<file path="src/rtl/fds_pkg.sv">
package fds_pkg;

  // Field and register widths
  localparam int BP_W       = 10;
  localparam int SPEED_W    = 10;
  localparam int NUM_W      = BP_W + SPEED_W;
  localparam int DIST_W_DEF = 10;
  localparam int CFG_IDX_W  = 3;
  localparam int OUT_TDATA_W = ((SPEED_W + 7) / 8) * 8;

  // Register indexes on the configuration port
  localparam logic [CFG_IDX_W-1:0] REG_BP_NEAR    = 3'd0;
  localparam logic [CFG_IDX_W-1:0] REG_BP_MID     = 3'd1;
  localparam logic [CFG_IDX_W-1:0] REG_BP_FAR     = 3'd2;
  localparam logic [CFG_IDX_W-1:0] REG_SPEED_NEAR = 3'd3;
  localparam logic [CFG_IDX_W-1:0] REG_SPEED_MID  = 3'd4;
  localparam logic [CFG_IDX_W-1:0] REG_SPEED_FAR  = 3'd5;

  // Reset values
  localparam logic [BP_W-1:0]    RST_BP_NEAR    = 10'd25;
  localparam logic [BP_W-1:0]    RST_BP_MID     = 10'd38;
  localparam logic [BP_W-1:0]    RST_BP_FAR     = 10'd50;
  localparam logic [SPEED_W-1:0] RST_SPEED_NEAR = 10'd400;
  localparam logic [SPEED_W-1:0] RST_SPEED_MID  = 10'd600;
  localparam logic [SPEED_W-1:0] RST_SPEED_FAR  = 10'd800;

  typedef struct packed {
    logic [BP_W-1:0]    bp_near;
    logic [BP_W-1:0]    bp_mid;
    logic [BP_W-1:0]    bp_far;
    logic [SPEED_W-1:0] speed_near;
    logic [SPEED_W-1:0] speed_mid;
    logic [SPEED_W-1:0] speed_far;
  } cfg_t;

  // Division job handed from the front end to the divider
  typedef struct packed {
    logic [NUM_W-1:0] num;
    logic [BP_W-1:0]  den;
    logic             fault;
  } work_t;

endpackage

</file>
<file path="src/rtl/fds_front.sv">
module fds_front #(
  parameter int DISTANCE_WIDTH = fds_pkg::DIST_W_DEF
) (
  input  logic                      clk,
  input  logic                      rst,
  input  fds_pkg::cfg_t             cfg,
  input  logic                      in_valid,
  output logic                      in_ready,
  input  logic [DISTANCE_WIDTH-1:0] in_distance,
  output logic                      out_valid,
  input  logic                      out_ready,
  output fds_pkg::work_t            out_work
);

  localparam int BP_W    = fds_pkg::BP_W;
  localparam int SPEED_W = fds_pkg::SPEED_W;
  localparam int NUM_W   = fds_pkg::NUM_W;
  localparam int CMP_W   = (DISTANCE_WIDTH > BP_W) ? DISTANCE_WIDTH : BP_W;

  // Stage A: segment selection
  logic               sa_valid;
  logic [SPEED_W-1:0] sa_slo, sa_shi;
  logic [BP_W-1:0]    sa_dh, sa_dl, sa_den;
  logic               sa_fault;
  // Stage B: numerator
  logic               sb_valid;
  fds_pkg::work_t     sb_work;

  logic en_a, en_b;

  logic [CMP_W-1:0]   dx, nx, mx, fx;
  logic [CMP_W-1:0]   t_dh, t_dl, t_den;
  logic               fault;
  logic [SPEED_W-1:0] slo, shi;
  logic [BP_W-1:0]    dh, dl, den;
  logic [NUM_W-1:0]   p_lo, p_hi;
  logic [NUM_W:0]     sum;

  assign en_b     = !sb_valid || out_ready;
  assign en_a     = !sa_valid || en_b;
  assign in_ready = en_a;

  assign dx = CMP_W'(in_distance);
  assign nx = CMP_W'(cfg.bp_near);
  assign mx = CMP_W'(cfg.bp_mid);
  assign fx = CMP_W'(cfg.bp_far);
  assign fault = !((nx < mx) && (mx < fx));

  // Clamp regions and faults become num = value, den = 1
  always_comb begin
    slo   = '0;
    shi   = '0;
    t_dh  = CMP_W'(1);
    t_dl  = '0;
    t_den = CMP_W'(1);
    if (fault) begin
      slo = '0;
    end else if (dx <= nx) begin
      slo = cfg.speed_near;
    end else if (dx >= fx) begin
      slo = cfg.speed_far;
    end else if (dx == mx) begin
      slo = cfg.speed_mid;
    end else if (dx < mx) begin
      slo   = cfg.speed_near;
      shi   = cfg.speed_mid;
      t_dh  = mx - dx;
      t_dl  = dx - nx;
      t_den = mx - nx;
    end else begin
      slo   = cfg.speed_mid;
      shi   = cfg.speed_far;
      t_dh  = fx - dx;
      t_dl  = dx - mx;
      t_den = fx - mx;
    end
  end

  assign dh  = t_dh[BP_W-1:0];
  assign dl  = t_dl[BP_W-1:0];
  assign den = t_den[BP_W-1:0];

  always_ff @(posedge clk) begin
    if (rst) begin
      sa_valid <= 1'b0;
    end else if (en_a) begin
      sa_valid <= in_valid;
    end
    if (en_a) begin
      sa_slo   <= slo;
      sa_shi   <= shi;
      sa_dh    <= dh;
      sa_dl    <= dl;
      sa_den   <= den;
      sa_fault <= fault;
    end
  end

  assign p_lo = sa_slo * sa_dh;
  assign p_hi = sa_shi * sa_dl;
  assign sum  = {1'b0, p_lo} + {1'b0, p_hi};

  always_ff @(posedge clk) begin
    if (rst) begin
      sb_valid <= 1'b0;
    end else if (en_b) begin
      sb_valid <= sa_valid;
    end
    if (en_b) begin
      sb_work.num   <= sum[NUM_W-1:0];
      sb_work.den   <= sa_den;
      sb_work.fault <= sa_fault;
    end
  end

  assign out_valid = sb_valid;
  assign out_work  = sb_work;

  a_den_nonzero: assert property (@(posedge clk) disable iff (rst)
    sb_valid |-> (sb_work.den != '0))
    else $error("division job with zero divisor");

  a_quot_fits: assert property (@(posedge clk) disable iff (rst)
    sb_valid |-> ({{SPEED_W{1'b0}}, sb_work.num} < {sb_work.den, {NUM_W{1'b0}}} >> BP_W))
    else $error("numerator too large for quotient width");

endmodule

</file>
<file path="src/rtl/fds_div.sv">
module fds_div (
  input  logic                          clk,
  input  logic                          rst,
  input  logic                          in_valid,
  output logic                          in_ready,
  input  fds_pkg::work_t                in_work,
  output logic                          out_valid,
  input  logic                          out_ready,
  output logic [fds_pkg::SPEED_W-1:0]   out_quot,
  output logic                          out_fault
);

  localparam int QW    = fds_pkg::SPEED_W;
  localparam int NUM_W = fds_pkg::NUM_W;
  localparam int BP_W  = fds_pkg::BP_W;

  // One quotient bit per stage, most significant first
  logic             v   [QW];
  logic [NUM_W-1:0] rem [QW];
  logic [BP_W-1:0]  dv  [QW];
  logic [QW-1:0]    q   [QW];
  logic             f   [QW];
  wire  [QW-1:0]    en;

  genvar k;
  generate
    for (k = 0; k < QW; k++) begin : g_stage
      localparam int SH = QW - 1 - k;

      logic             src_v;
      logic [NUM_W-1:0] src_rem;
      logic [BP_W-1:0]  src_den;
      logic [QW-1:0]    src_q;
      logic             src_f;
      logic [NUM_W:0]   dsh;
      logic             ge;
      logic [NUM_W:0]   diff;
      logic [QW-1:0]    q_next;

      if (k == 0) begin : g_first
        assign src_v   = in_valid;
        assign src_rem = in_work.num;
        assign src_den = in_work.den;
        assign src_q   = '0;
        assign src_f   = in_work.fault;
      end else begin : g_rest
        assign src_v   = v[k-1];
        assign src_rem = rem[k-1];
        assign src_den = dv[k-1];
        assign src_q   = q[k-1];
        assign src_f   = f[k-1];
      end

      if (k == QW - 1) begin : g_last_en
        assign en[k] = !v[k] || out_ready;
      end else begin : g_mid_en
        assign en[k] = !v[k] || en[k+1];
      end

      assign dsh  = (NUM_W + 1)'(src_den) << SH;
      assign ge   = {1'b0, src_rem} >= dsh;
      assign diff = {1'b0, src_rem} - dsh;

      always_comb begin
        q_next     = src_q;
        q_next[SH] = ge;
      end

      always_ff @(posedge clk) begin
        if (rst) begin
          v[k] <= 1'b0;
        end else if (en[k]) begin
          v[k] <= src_v;
        end
        if (en[k]) begin
          rem[k] <= ge ? diff[NUM_W-1:0] : src_rem;
          dv[k]  <= src_den;
          q[k]   <= q_next;
          f[k]   <= src_f;
        end
      end
    end
  endgenerate

  assign in_ready  = en[0];
  assign out_valid = v[QW-1];
  assign out_quot  = q[QW-1];
  assign out_fault = f[QW-1];

  a_rem_below_den: assert property (@(posedge clk) disable iff (rst)
    v[QW-1] |-> (rem[QW-1] < NUM_W'(dv[QW-1])))
    else $error("final remainder not below divisor");

  a_fault_zero: assert property (@(posedge clk) disable iff (rst)
    (v[QW-1] && f[QW-1]) |-> (q[QW-1] == '0))
    else $error("faulted result carries nonzero speed");

endmodule

</file>
<file path="src/rtl/fuzzy_distance_to_speed.sv">
// Fuzzy distance-to-speed mapper. Each distance transfer on the s_ side yields
// exactly one speed transfer on the m_ side, in order. Three fuzzy sets (near,
// mid, far) each carry a breakpoint and a crisp speed, written through the cfg
// port (index 0..5: bp_near, bp_mid, bp_far, speed_near, speed_mid, speed_far;
// reset 25, 38, 50, 400, 600, 800; other indexes are ignored). At or below
// bp_near the speed is speed_near, at or above bp_far it is speed_far, at
// bp_mid it is speed_mid, and in between it is the floored linear blend of the
// two neighboring speeds. If the breakpoints are not strictly increasing,
// order_fault (tuser) is set and speed is 0. The block takes one sample per
// clock while the pipeline is not full. A sample passes a register holding the
// picked segment, one holding the two products, then the stages of the
// restoring divider, which resolves one quotient bit per stage. Every stage
// has its own valid bit and local stall, so bubbles collapse and s_tready stays
// high while a finished result waits, until the pipeline is actually full.
// Write the cfg registers only while idle.
module fuzzy_distance_to_speed #(
  parameter int DISTANCE_WIDTH = fds_pkg::DIST_W_DEF
) (
  input  logic                                clk,
  input  logic                                rst,
  // Sample input
  input  logic                                s_tvalid,
  output logic                                s_tready,
  input  logic [((DISTANCE_WIDTH+7)/8)*8-1:0] s_tdata,   // [DISTANCE_WIDTH-1:0] distance
  // Result output
  output logic                                m_tvalid,
  input  logic                                m_tready,
  output logic [fds_pkg::OUT_TDATA_W-1:0]     m_tdata,   // [9:0] speed
  output logic                                m_tuser,   // [0] order_fault
  // Configuration writes
  input  logic                                cfg_valid,
  output logic                                cfg_ready,
  input  logic [fds_pkg::CFG_IDX_W-1:0]       cfg_index,
  input  logic [fds_pkg::BP_W-1:0]            cfg_data
);

  localparam int SPEED_W = fds_pkg::SPEED_W;

  fds_pkg::cfg_t      cfg;
  fds_pkg::work_t     work;
  logic               work_valid, work_ready;
  logic [SPEED_W-1:0] quot;

  // Accept a write in every cycle
  assign cfg_ready = 1'b1;

  always_ff @(posedge clk) begin
    if (rst) begin
      cfg.bp_near    <= fds_pkg::RST_BP_NEAR;
      cfg.bp_mid     <= fds_pkg::RST_BP_MID;
      cfg.bp_far     <= fds_pkg::RST_BP_FAR;
      cfg.speed_near <= fds_pkg::RST_SPEED_NEAR;
      cfg.speed_mid  <= fds_pkg::RST_SPEED_MID;
      cfg.speed_far  <= fds_pkg::RST_SPEED_FAR;
    end else if (cfg_valid && cfg_ready) begin
      case (cfg_index)
        fds_pkg::REG_BP_NEAR:    cfg.bp_near    <= cfg_data;
        fds_pkg::REG_BP_MID:     cfg.bp_mid     <= cfg_data;
        fds_pkg::REG_BP_FAR:     cfg.bp_far     <= cfg_data;
        fds_pkg::REG_SPEED_NEAR: cfg.speed_near <= cfg_data;
        fds_pkg::REG_SPEED_MID:  cfg.speed_mid  <= cfg_data;
        fds_pkg::REG_SPEED_FAR:  cfg.speed_far  <= cfg_data;
        default: begin
          // drop writes to unknown indexes
        end
      endcase
    end
  end

  // Segment selection and numerator
  fds_front #(
    .DISTANCE_WIDTH(DISTANCE_WIDTH)
  ) u_front (
    .clk        (clk),
    .rst        (rst),
    .cfg        (cfg),
    .in_valid   (s_tvalid),
    .in_ready   (s_tready),
    .in_distance(s_tdata[DISTANCE_WIDTH-1:0]),
    .out_valid  (work_valid),
    .out_ready  (work_ready),
    .out_work   (work)
  );

  // Pipelined divider; its last stage is the output register
  fds_div u_div (
    .clk      (clk),
    .rst      (rst),
    .in_valid (work_valid),
    .in_ready (work_ready),
    .in_work  (work),
    .out_valid(m_tvalid),
    .out_ready(m_tready),
    .out_quot (quot),
    .out_fault(m_tuser)
  );

  assign m_tdata = fds_pkg::OUT_TDATA_W'(quot);

endmodule

</file>
<file path="config.mk">
export PLATFORM = sky130hd
export DESIGN_NAME = fuzzy_distance_to_speed
export DESIGN_NICKNAME = d
export VERILOG_FILES = /design/src/rtl/fds_pkg.sv /design/src/rtl/fds_front.sv /design/src/rtl/fds_div.sv /design/src/rtl/fuzzy_distance_to_speed.sv
export SDC_FILE = /design/constraint.sdc
export NUM_CORES = 1
export LEC_CHECK = 0
export ABC_CLOCK_PERIOD_IN_PS = 12600
export BUFFER_PORTS_ARGS = -buffer_cell sky130_fd_sc_hd__buf_4
export CAP_MARGIN = 20
export CORE_MARGIN = 2
export CORE_UTILIZATION = 58
export DETAILED_ROUTE_END_ITERATION = 16
export PLACE_DENSITY = 0.74
export SLEW_MARGIN = 20
export SYNTH_ARGS = -nofsm -noshare
export SYNTH_HDL_FRONTEND = slang
export SYNTH_SLANG_ARGS = --single-unit
</file>
<file path="constraint.sdc">
create_clock -name clk -period 12.6 [get_ports clk]
set_clock_uncertainty 0.15 [all_clocks]
set_input_delay 0.63 -clock clk [delete_from_list [all_inputs] [get_ports clk]]
set_output_delay 0.63 -clock clk [all_outputs]
set_load 0.05 [all_outputs]
</file>
* Word-level counts from Yosys, hierarchy flattened
Memories as Yosys holds them, arrays and structs flattened. Cells that the tools add are included. Widths: inputs -> output; s select.
Storage, ports and cells: register bits after elaboration 144, memory bits (writable) 420, input bits 34, output and inout port bits 20, memories 5
Cells by class: add/sub/neg operators 17, multiply operators 2, magnitude comparators 15, eq/ne operators 6, muxes and demuxes 70, bitwise operators 11, reduce and logical (&&, ||, !) cells 34
Memory list:
- u_div.rem | words 10, width 20, rd ports 9, clocked after Yosys merged registers in 0, wr ports 10, RTL line fds_div.sv:19 | logic [NUM_W-1:0] rem [QW];
- u_div.dv | words 10, width 10, rd ports 9, clocked after Yosys merged registers in 0, wr ports 10, RTL line fds_div.sv:20 | logic [BP_W-1:0] dv [QW];
- u_div.q | words 10, width 10, rd ports 10, clocked after Yosys merged registers in 0, wr ports 10, RTL line fds_div.sv:21 | logic [QW-1:0] q [QW];
- u_div.f | words 10, width 1, rd ports 10, clocked after Yosys merged registers in 0, wr ports 10, RTL line fds_div.sv:22 | logic f [QW];
- u_div.v | words 10, width 1, rd ports 10, clocked after Yosys merged registers in 0, wr ports 10, RTL line fds_div.sv:18 | logic v [QW];
Operators with widths (count):
- $mux 20 | 10
- $mux 10 | 8
- $sub 10x10->10 | 6
- $mux 1 | 52
- $mul 10x10->20 | 2
- $lt 10x10->1 | 3
- $add 20x20->20 | 1
- $ge 20x10->1 | 1
- $ge 20x11->1 | 1
- $ge 20x12->1 | 1
- $ge 20x13->1 | 1
- $ge 20x14->1 | 1
- $ge 20x15->1 | 1
- $ge 20x16->1 | 1
- $ge 20x17->1 | 1
- $ge 20x18->1 | 1
- $ge 20x19->1 | 1
- $sub 20x10->20 | 1
- $sub 20x11->20 | 1
- $sub 20x12->20 | 1
- $sub 20x13->20 | 1
- $sub 20x14->20 | 1
- $sub 20x15->20 | 1
- $sub 20x16->20 | 1
- 17 further kinds | 56

* Logic depth before layout (Yosys ltp)
Gate-level depths: netlist of the first run. An unclocked memory read counts as a cell.
word-level depth 16, depth in mapped cells 22

* Cells and area by module
From an unflattened synthesis of the first run, not the netlist that was laid out.
Second synthesis, totals: cells, all modules 3017, area total of the unflattened synthesis 32738.9 sq um
Modules (own cells, without submodules):
- fds_div | times used 1, cells each 1392, area each 17339.1 sq um, seq. area each 10359.9 sq um
- fds_front | times used 1, cells each 1384, area each 12893.6 sq um, seq. area each 2502.4 sq um
- fuzzy_distance_to_speed | times used 1, cells each 241, area each 2506.2 sq um, seq. area each 1201.2 sq um

* Worst setup path before layout of the first run
OpenSTA, ideal clock, no wires.
kind register -> register, start point register u_front.sa_dl[1], end point register u_front.sb_work (netlist bit u_front.out_work[28]) (data pin), library setup time 0.262 ns, arrival time 5.839 ns, data required time 12.188 ns, setup slack 6.348 ns, cell stages (with the launch flop) 23, path buffers 1, clock period less this slack 6.252 ns, path through edfxtp_1 > clkbuf_1 > nand2_1 > fa_1 > inv_1 > fa_1 > inv_1 > fa_1 > inv_1 > fa_1 > fa_1 > fa_1 > inv_1 > fa_1 > inv_1 > ha_1 > a21oi_1 > nor2_1 > a21oi_1 > o211ai_1 > a31oi_1 > mux2i_1 > nand3_1
On the way: cells in the longest elaborated chain, start to end 2
Ends and longest elaborated chain:
- start, declared | RTL line fds_front.sv:23 | logic [BP_W-1:0] sa_dh, sa_dl, sa_den;
- start signal, assigned | RTL line fds_front.sv:93 | sa_dl <= dl;
- $mul 10x10->20 | RTL line fds_front.sv:100 | assign p_hi = sa_shi * sa_dl;
- $add 20x20->20 | RTL line fds_front.sv:101 | assign sum = {1'b0, p_lo} + {1'b0, p_hi};
- named net u_front.sum[17] | RTL line fds_front.sv:37 | logic [NUM_W:0] sum;
- end, declared | RTL line fds_front.sv:27 | fds_pkg::work_t sb_work;
The timed path passes the listed nets, and every way through them passes these cells. A chain may end at the register's enable or synchronous reset.

* Worst setup path after layout of the first run
start point register u_front.sa_dh[2], end point register u_front.sb_work (netlist bit u_front.out_work[28]) (data pin)
On the way: cells in the longest elaborated chain, start to end 2
Ends and longest elaborated chain:
- start, declared | RTL line fds_front.sv:23
- start signal, assigned | RTL line fds_front.sv:92 | sa_dh <= dh;
- $mul 10x10->20 | RTL line fds_front.sv:99 | assign p_lo = sa_slo * sa_dh;
- $add 20x20->20 | RTL line fds_front.sv:101
- named net u_front.sum[17] | RTL line fds_front.sv:37
The timed path passes the listed nets, and every way through them passes these cells.

==> results of run 1 <==
## worst register-to-register path: stages (launching register included)
cell,delay [ns]
edfxtp_1,0.61
and2_1,0.29
fa_1,0.53
inv_1,0.06
fa_1,0.48
fa_1,0.55
inv_1,0.05
fa_1,0.51
fa_1,0.44
fa_1,0.54
inv_1,0.06
fa_1,0.54
inv_1,0.04
ha_1,0.21
nor3_1,0.25
o21ai_0,0.27
nand2_1,0.19
o211ai_1,0.13
a31oi_1,0.34
mux2i_1,0.24
nand3_1,0.10
## cell families (layout without fill, tap and decap cells)
| family | after synthesis | in the layout |
|---|---|---|
| AOI/OAI and AO/OA | 475 | 475 |
| other | 2 | 7 |
| adders and majority gates | 427 | 427 |
| xor gates and xnor gates | 144 | 144 |
| buffers and inverters | 458 | 518 |
| muxes | 39 | 39 |
| and+or+nand+nor | 984 | 984 |
| DFF | 489 | 489 |
## routing by layer
metal | part of all wire | up-vias | track usage
li1 | - | 10500 | -
met1 | 0.38 | 10900 | 0.297
met2 | 0.51 | 679 | 0.460
met3 | 0.054 | 197 | 0.0405
met4 | 0.055 | 0 | 0.130
met5 | 0 | - | 0
## through the flow
stage	std cells	hold slack (ns)	cell area [µm²]
6_report	3831	0.173	34900
5_1_grt	3831	0.146	34900
4_1_cts	3831	0.132	34900
3_5_place_dp	3740	0.255	33200
3_3_place_gp	3739	0.251	33200
2_1_floorplan	3023	0.250	32200
## how the worst max path moves through the flow
stage          slack, ns               from                   end  depth (start not counted)
4_1_cts             5.76   u_front.sa_dh[2]  u_front.out_work[28]                         20
3_5_place_dp        5.79   u_front.sa_dh[2]  u_front.out_work[28]                         20
2_1_floorplan       6.35   u_front.sa_dl[1]  u_front.out_work[28]                         22
5_1_grt             5.38   u_front.sa_dh[2]  u_front.out_work[28]                         20
6_report            5.73   u_front.sa_dh[2]  u_front.out_work[28]                         20
3_3_place_gp        5.89  u_front.sa_slo[5]  u_front.out_work[28]                         20
## area by class of cell
class                      count  area [µm²]  area share
clock inverter                34         335     0.00962
tap                          748         936      0.0269
multi-input combinational   2076       16400       0.470
inverter                     371        1390      0.0400
sequential                   489       14100       0.404
clock buffer                  57        1330      0.0382
timing repair buffer          56         428      0.0123
## flip-flops by register name, indices dropped and copies added (netlist names), 31 cells and up
name              count
cfg                  60
u_div.dv             90
u_div.q              55
u_div.rem           180
u_front.out_work     31
## power groups by stage
| stage | registers (mW) | logic (mW) | clock network [mW] |
|---|---|---|---|
| after floorplan | 2.43 | 1.45 | 0 |
| after global placement | 2.51 | 1.76 | 0 |
| after detailed placement | 2.52 | 1.85 | 0 |
| after CTS | 2.49 | 1.87 | 1.52 |
| after global routing | 2.53 | 2.10 | 1.59 |
| final | 2.49 | 1.88 | 1.49 |
## placed cells by master (no fill, tap or decap), types with 44 or more instances in the layout
| cell | instances |
|---|---|
| edfxtp_1 | 427 |
| inv_1 | 369 |
| nand2_1 | 316 |
| ha_1 | 255 |
| a21oi_1 | 196 |
| fa_1 | 172 |
| nor2_1 | 157 |
| and2_1 | 135 |
| xnor2_1 | 84 |
| o21ai_0 | 84 |
| nor3_1 | 69 |
| dfxtp_1 | 62 |
| xor2_1 | 60 |
| buf_4 | 55 |
| clkbuf_16 | 52 |
| nor2b_1 | 44 |
==> results.py, run 1 <==
metrics = {
    "sta": {
        "fmax_mhz": 146,
        "setup_slack_ns": 5.73,
        "drv_slew": 0,
        "hold_viol_final": 0,
        "rsz0062_at_grt": "no",
        "timing.final.crit_share": 0.545,
        "relSlewSlack": 0.326,
        "fin_setup_tns_ns": 0,
        "setup_viol_count_final": 0,
        "worst_pin_slew_ns": 1.01,
        "min_period_ns": 6.87,
    },
    "logic_synthesis": {
        "synth_flop_cell": "edfxtp_1",
        "synth.most_common_cell": "edfxtp_1",
        "synth_top_family_by_area": "adder cells",
        "ys_top_cells_by_area": "edfxtp_1, fa_1, ha_1",
        "yosysSeqAreaShare": 0.437,
        "syn_avg_cell_area_um2": 10.7,
        "synth_compound_area_frac": 0.0929,
        "yosysTopAreaCellShare": 0.398,
        "yosys.area_share.simple": 0.156,
        "postSynthCellCount": 3018,
        "syn_area_um2": 32200,
        "synth_seq_cells": 489,
        "yosys.area_share.xor_xnor": 0.0392,
        "synth_edf_count": 427,
        "synthMuxAreaShare": 0.0129,
        "ys_types": 85,
        "postSynth.asyncResetShare": 0,
        "synth_warnings": 0,
        "yosys.area_share.adder": 0.206,
        "yosys-top-cells-count": "edfxtp_1, inv_1, nand2_1, ha_1, a21oi_1",
        "yosys.area.top_type": "edfxtp_1",
    },
    "route": {
        "first_iter_violations": 1717,
        "drtPass1Iterations": 7,
        "ant_nets": 0,
        "wl_per_cell_um": 18.8,
        "wirelength_um": 71900,
        "drc": 0,
        "via_count": 22300,
        "viasPerCell": 5.81,
    },
    "power_and_ir_drop": {
        "p_int_mw": 3.92,
        "power_leakage_nw": 14.6,
        "power_mw": 5.87,
        "p_sw_frac": 0.332,
        "netSwitchingPower_mw": 1.95,
        "vdd_drop_max_v": 0.000131,
        "p_per_area_nw_per_um2": 168,
        "pwr-share-seq": 0.425,
        "p_comb_frac": 0.321,
        "clkPwrFrac": 0.255,
    },
    "setup_path": {
        "cp.required_ns": 12.78,
        "rr_worst_depth": 20,
        "path_delay_family": "adder cells",
        "timing.critical_path.mode_cell": "fa_1",
        "path_cells": "and2_1 > fa_1 > inv_1 > fa_1 > fa_1 > inv_1 > fa_1 > fa_1 > fa_1 > inv_1 > fa_1 > inv_1 > ha_1 > nor3_1 > o21ai_0 > nand2_1 > o211ai_1 > a31oi_1 > mux2i_1 > nand3_1",
        "slowest_delay_ns": 0.61,
        "critPathCaptureType": "flop",
        "critPathKind": "reg -> reg",
        "critPathBufInv": 4,
        "r2r_setup_slack_ns": 5.73,
        "arrival_ns": 7.04,
        "slowest_stage": "edfxtp_1",
        "r2r_end": "u_front.out_work[28]",
        "critPathLaunchType": "flop",
        "reg2reg_from": "u_front.sa_dh[2]",
        "cp_max_fo": 10,
    },
    "final_layout": {
        "syn2layout_area_growth_pct": 8.31,
        "utilization": 0.634,
        "fin_nets": 3506,
        "n_antenna_cell": 0,
        "drive_gt1_frac": 0.0603,
        "fillCellCount": 4208,
    },
    "min_path": {
        "hold_end": "cfg[42]",
        "hold_class": "in -> reg",
        "hp-start": "cfg_data[2]",
        "min_path_cells": 2,
    },
    "grt": {
        "grt_usage": 0.257,
        "antenna_found_initial": 0,
        "grt_pass1_wl_um": 116000,
        "grt_max_degree": 83,
        "gr-total-overflow": 0,
        "grt_pass1_vias": 22600,
    },
    "clock_network": {
        "postCtsHoldBufs": 0,
        "clk_pin_slew_worst_paths_ns": 0.06,
        "post_cts_buffers": 0,
        "cts_buffers": 51,
        "cts_resized": 0,
        "root_buffer": "clkbuf_16",
        "cts_tree": "yes",
        "cts.sinks": 489,
        "cts_max_level": 2,
        "insertion_delay_ns": 0.61,
        "clockBufferDepth": 3,
    },
    "run": {
        "max-cap-violations": 0,
    },
    "placement": {
        "place_congestion": 0.941,
        "dp_slack_ns": 5.79,
        "hpwlAfterDp_um": 55800,
        "io_buffers": 40,
    },
    "die": {
        "fp-row-count": 86,
        "ios": 54,
        "die_w_um": 240,
        "die_h_um": 240,
        "die_area_um2": 57400,
        "initial_core_util": 0.585,
        "fp.coreArea_um2": 55000,
    },
    "status": {
        "status": "finished, final reports clean",
    },
}
Note: power is estimated with default switching activity, not from simulation.
==> inputs of run 2 (changes only) <==
Settings changed: ABC_AREA from default to 1, ABC_CLOCK_PERIOD_IN_PS 12600 to 6600.
Clock period 12.6 ns to 6.6 ns, I/O delays scaled along.
==> results.py, run 2 <==
metrics = {
    "final_layout": {
        "fin_nets": 4347,
        "syn2layout_area_growth_pct": 8.58,
        "final_area_um2": 36800,
        "n_antenna_cell": 0,
        "final_cells": 4695,
        "utilization": 0.637,
        "layout.cells.most_common": "nand2_1",
        "layout_common_cells": "nand2_1, inv_1, edfxtp_1, nor2_1, ha_1",
        "drive_gt1_frac": 0.0545,
        "regMostFlops": "u_div.rem",
        "largest_registers": "u_div.rem x180, u_div.dv x90, cfg x60",
        "largest_reg_flops": 180,
    },
    "logic_synthesis": {
        "postSynthCellCount": 3840,
        "yosys.area_share.simple": 0.185,
        "ys_types": 54,
        "yosys.area_share.adder": 0.196,
        "synth_compound_area_frac": 0.0813,
        "synth_seq_cells": 489,
        "syn_avg_cell_area_um2": 8.81,
        "yosys-top-cells-count": "nand2_1, inv_1, edfxtp_1, nor2_1, ha_1",
        "yosysTopAreaCellShare": 0.379,
        "synth_flop_cell": "edfxtp_1",
        "postSynth.asyncResetShare": 0,
        "yosysSeqAreaShare": 0.415,
        "synth_warnings": 0,
        "synth_edf_count": 427,
        "synth_top_family_by_area": "adder cells",
        "synthMuxAreaShare": 0,
        "ys_top_cells_by_area": "edfxtp_1, fa_1, nand2_1",
        "syn_area_um2": 33800,
        "yosys.area.top_type": "edfxtp_1",
        "synth.most_common_cell": "nand2_1",
        "yosys.area_share.xor_xnor": 0.0321,
    },
    "sta": {
        "worst_pin_slew_ns": 0.806,
        "fmax_mhz": 161,
        "timing.final.crit_share": 0.943,
        "drv_slew": 0,
        "relSlewSlack": 0.461,
        "min_period_ns": 6.22,
        "hold_viol_final": 0,
        "setup_viol_count_final": 0,
        "rsz0062_at_grt": "no",
    },
    "route": {
        "ant_nets": 0,
        "wl_per_cell_um": 16.6,
        "first_iter_violations": 1735,
        "viasPerCell": 5.39,
        "drtPass1Iterations": 6,
        "drc": 0,
        "via_count": 25300,
        "wirelength_um": 78100,
    },
    "placement": {
        "dp.cells": 4579,
        "dpl_cell_area_um2": 34900,
        "place_congestion": 0.959,
        "io_buffers": 40,
        "hpwlAfterDp_um": 61400,
    },
    "setup_path": {
        "path_cells": "nand2_1 > inv_1 > fa_1 > inv_1 > fa_1 > inv_1 > fa_1 > fa_1 > fa_1 > fa_1 > inv_1 > fa_1 > inv_1 > ha_1 > a21o_1 > a31oi_1 > nand3_1 > nand3_1 > nand2_1 > xor2_1",
        "critPathLaunchType": "flop",
        "cp_max_fo": 10,
        "arrival_ns": 6.40,
        "cp.required_ns": 6.78,
        "slowest_stage": "edfxtp_1",
        "slowest_delay_ns": 0.60,
        "timing.critical_path.mode_cell": "fa_1",
        "critPathCaptureType": "flop",
        "critPathKind": "reg -> reg",
    },
    "grt": {
        "gr-total-overflow": 0,
        "grt_pass1_wl_um": 128000,
        "grt_pass1_vias": 25000,
        "antenna_found_initial": 0,
        "grt_usage": 0.267,
        "grt_max_degree": 77,
    },
    "die": {
        "fp-row-count": 88,
        "die_w_um": 246,
        "ios": 54,
        "initial_core_util": 0.587,
        "die_area_um2": 60300,
        "fp.coreArea_um2": 57700,
        "die_h_um": 246,
    },
    "power_and_ir_drop": {
        "vdd_drop_max_v": 0.000323,
        "p_per_area_nw_per_um2": 329,
        "power_leakage_nw": 17.9,
    },
    "status": {
        "status": "finished, final reports clean",
    },
    "clock_network": {
        "insertion_delay_ns": 0.62,
        "cts_resized": 0,
        "cts_tree": "yes",
        "cts_buffers": 53,
        "cts_max_level": 2,
        "cts.sinks": 489,
        "root_buffer": "clkbuf_16",
        "clk_pin_slew_worst_paths_ns": 0.06,
        "clockBufferDepth": 3,
    },
    "min_path": {
        "hold_class": "in -> reg",
    },
    "run": {
        "max-cap-violations": 0,
    },
}
run 2: changes by cell type in the layout (fill, tap and decap cells not counted), moves of 32 or more:
cell,change
nor2b_1,-43
inv_1,+310
nor3_1,-32
nand2b_1,-33
nand2_1,+576
o21ai_0,+119
and2_1,-133
nand3_1,+120
nor2_1,+134
run 2: final cells by class:
class                           instances  area, µm²
Clock buffer                           59       1350
Inverter                              691       2590
Timing Repair Buffer                   83        656
Sequential cell                       489      14100
Clock inverter                         40        374
Fill cell                            4907      20900
Tap cell                              765        957
Multi-Input combinational cell       2568      16800
run 2: cells by family (layout without fill, tap and decap cells):
group           after synthesis  after routing
fa+ha+maj                   427            427
other cells                   2              7
flops                       489            489
xor+xnor                    124            124
buf+inv                     788            873
simple gates               1506           1506
compound gates              504            504
run 2: critical path: cells and delay by family, from the launching register on:
kind            cells  cell delay (ns)
flops               1             0.60
xor+xnor            1             0.15
simple gates        4             0.46
buf+inv             5             0.28
fa+ha+maj           8             3.95
compound gates      2             0.35
run 2: power by group:
part | internal (mW) | leakage [nW] | switching [mW] | total, mW
Clock | 1.65 | 0.822 | 1.27 | 2.92
Sequential | 4.32 | 5.29 | 0.442 | 4.76
Combinational | 1.62 | 11.8 | 2.81 | 4.43
run 2: per-layer routing:
layer / GRT usage / up-vias / part of all wire / wire length [µm]
met5: 0 / - / 0 / 0
met4: 0.111 / 0 / 0.043 / 3350
met3: 0.0273 / 168 / 0.045 / 3550
met2: 0.469 / 654 / 0.49 / 38600
met1: 0.338 / 12000 / 0.42 / 32600
li1: - / 12500 / - / -
run 2: metrics by stage:
step / setup TNS, ns / setup slack [ns] / power [mW] / hold slack [ns]
final: 0 / 0.377 / 12.1 / 0.0373
after global routing: 0 / 0.0139 / 13.0 / 0.0347
after CTS: 0 / 0.333 / 12.1 / 0.00211
after detailed placement: 0 / 0.349 / 9.15 / 0.255
after global placement: 0 / 0.397 / 9.08 / 0.251
after floorplan: -36.77 / -0.712 / 8.02 / 0.249
run 2: path summary, 6_finish.rpt:
| check | start | to | slack [ns] | cells past startpoint |
|---|---|---|---|---|
| min reg2reg | u_div.q[4][7] | u_div.q[5][7] | 0.27 | 0 |
| max reg2reg | u_front.sa_shi[4] | u_front.out_work[25] | 0.38 | 20 |
| max | u_front.sa_shi[4] | u_front.out_work[25] | 0.38 | 20 |
| min | cfg_index[0] | cfg[35] | 0.04 | 4 |
run 2: repair_timing:
item / 4_1_cts / 5_1_grt
setup endpoints to repair: 0 / 1
setup buffers: 0 / 4
hold endpoints to repair: 66 / 0
hold buffers: 13 / 0
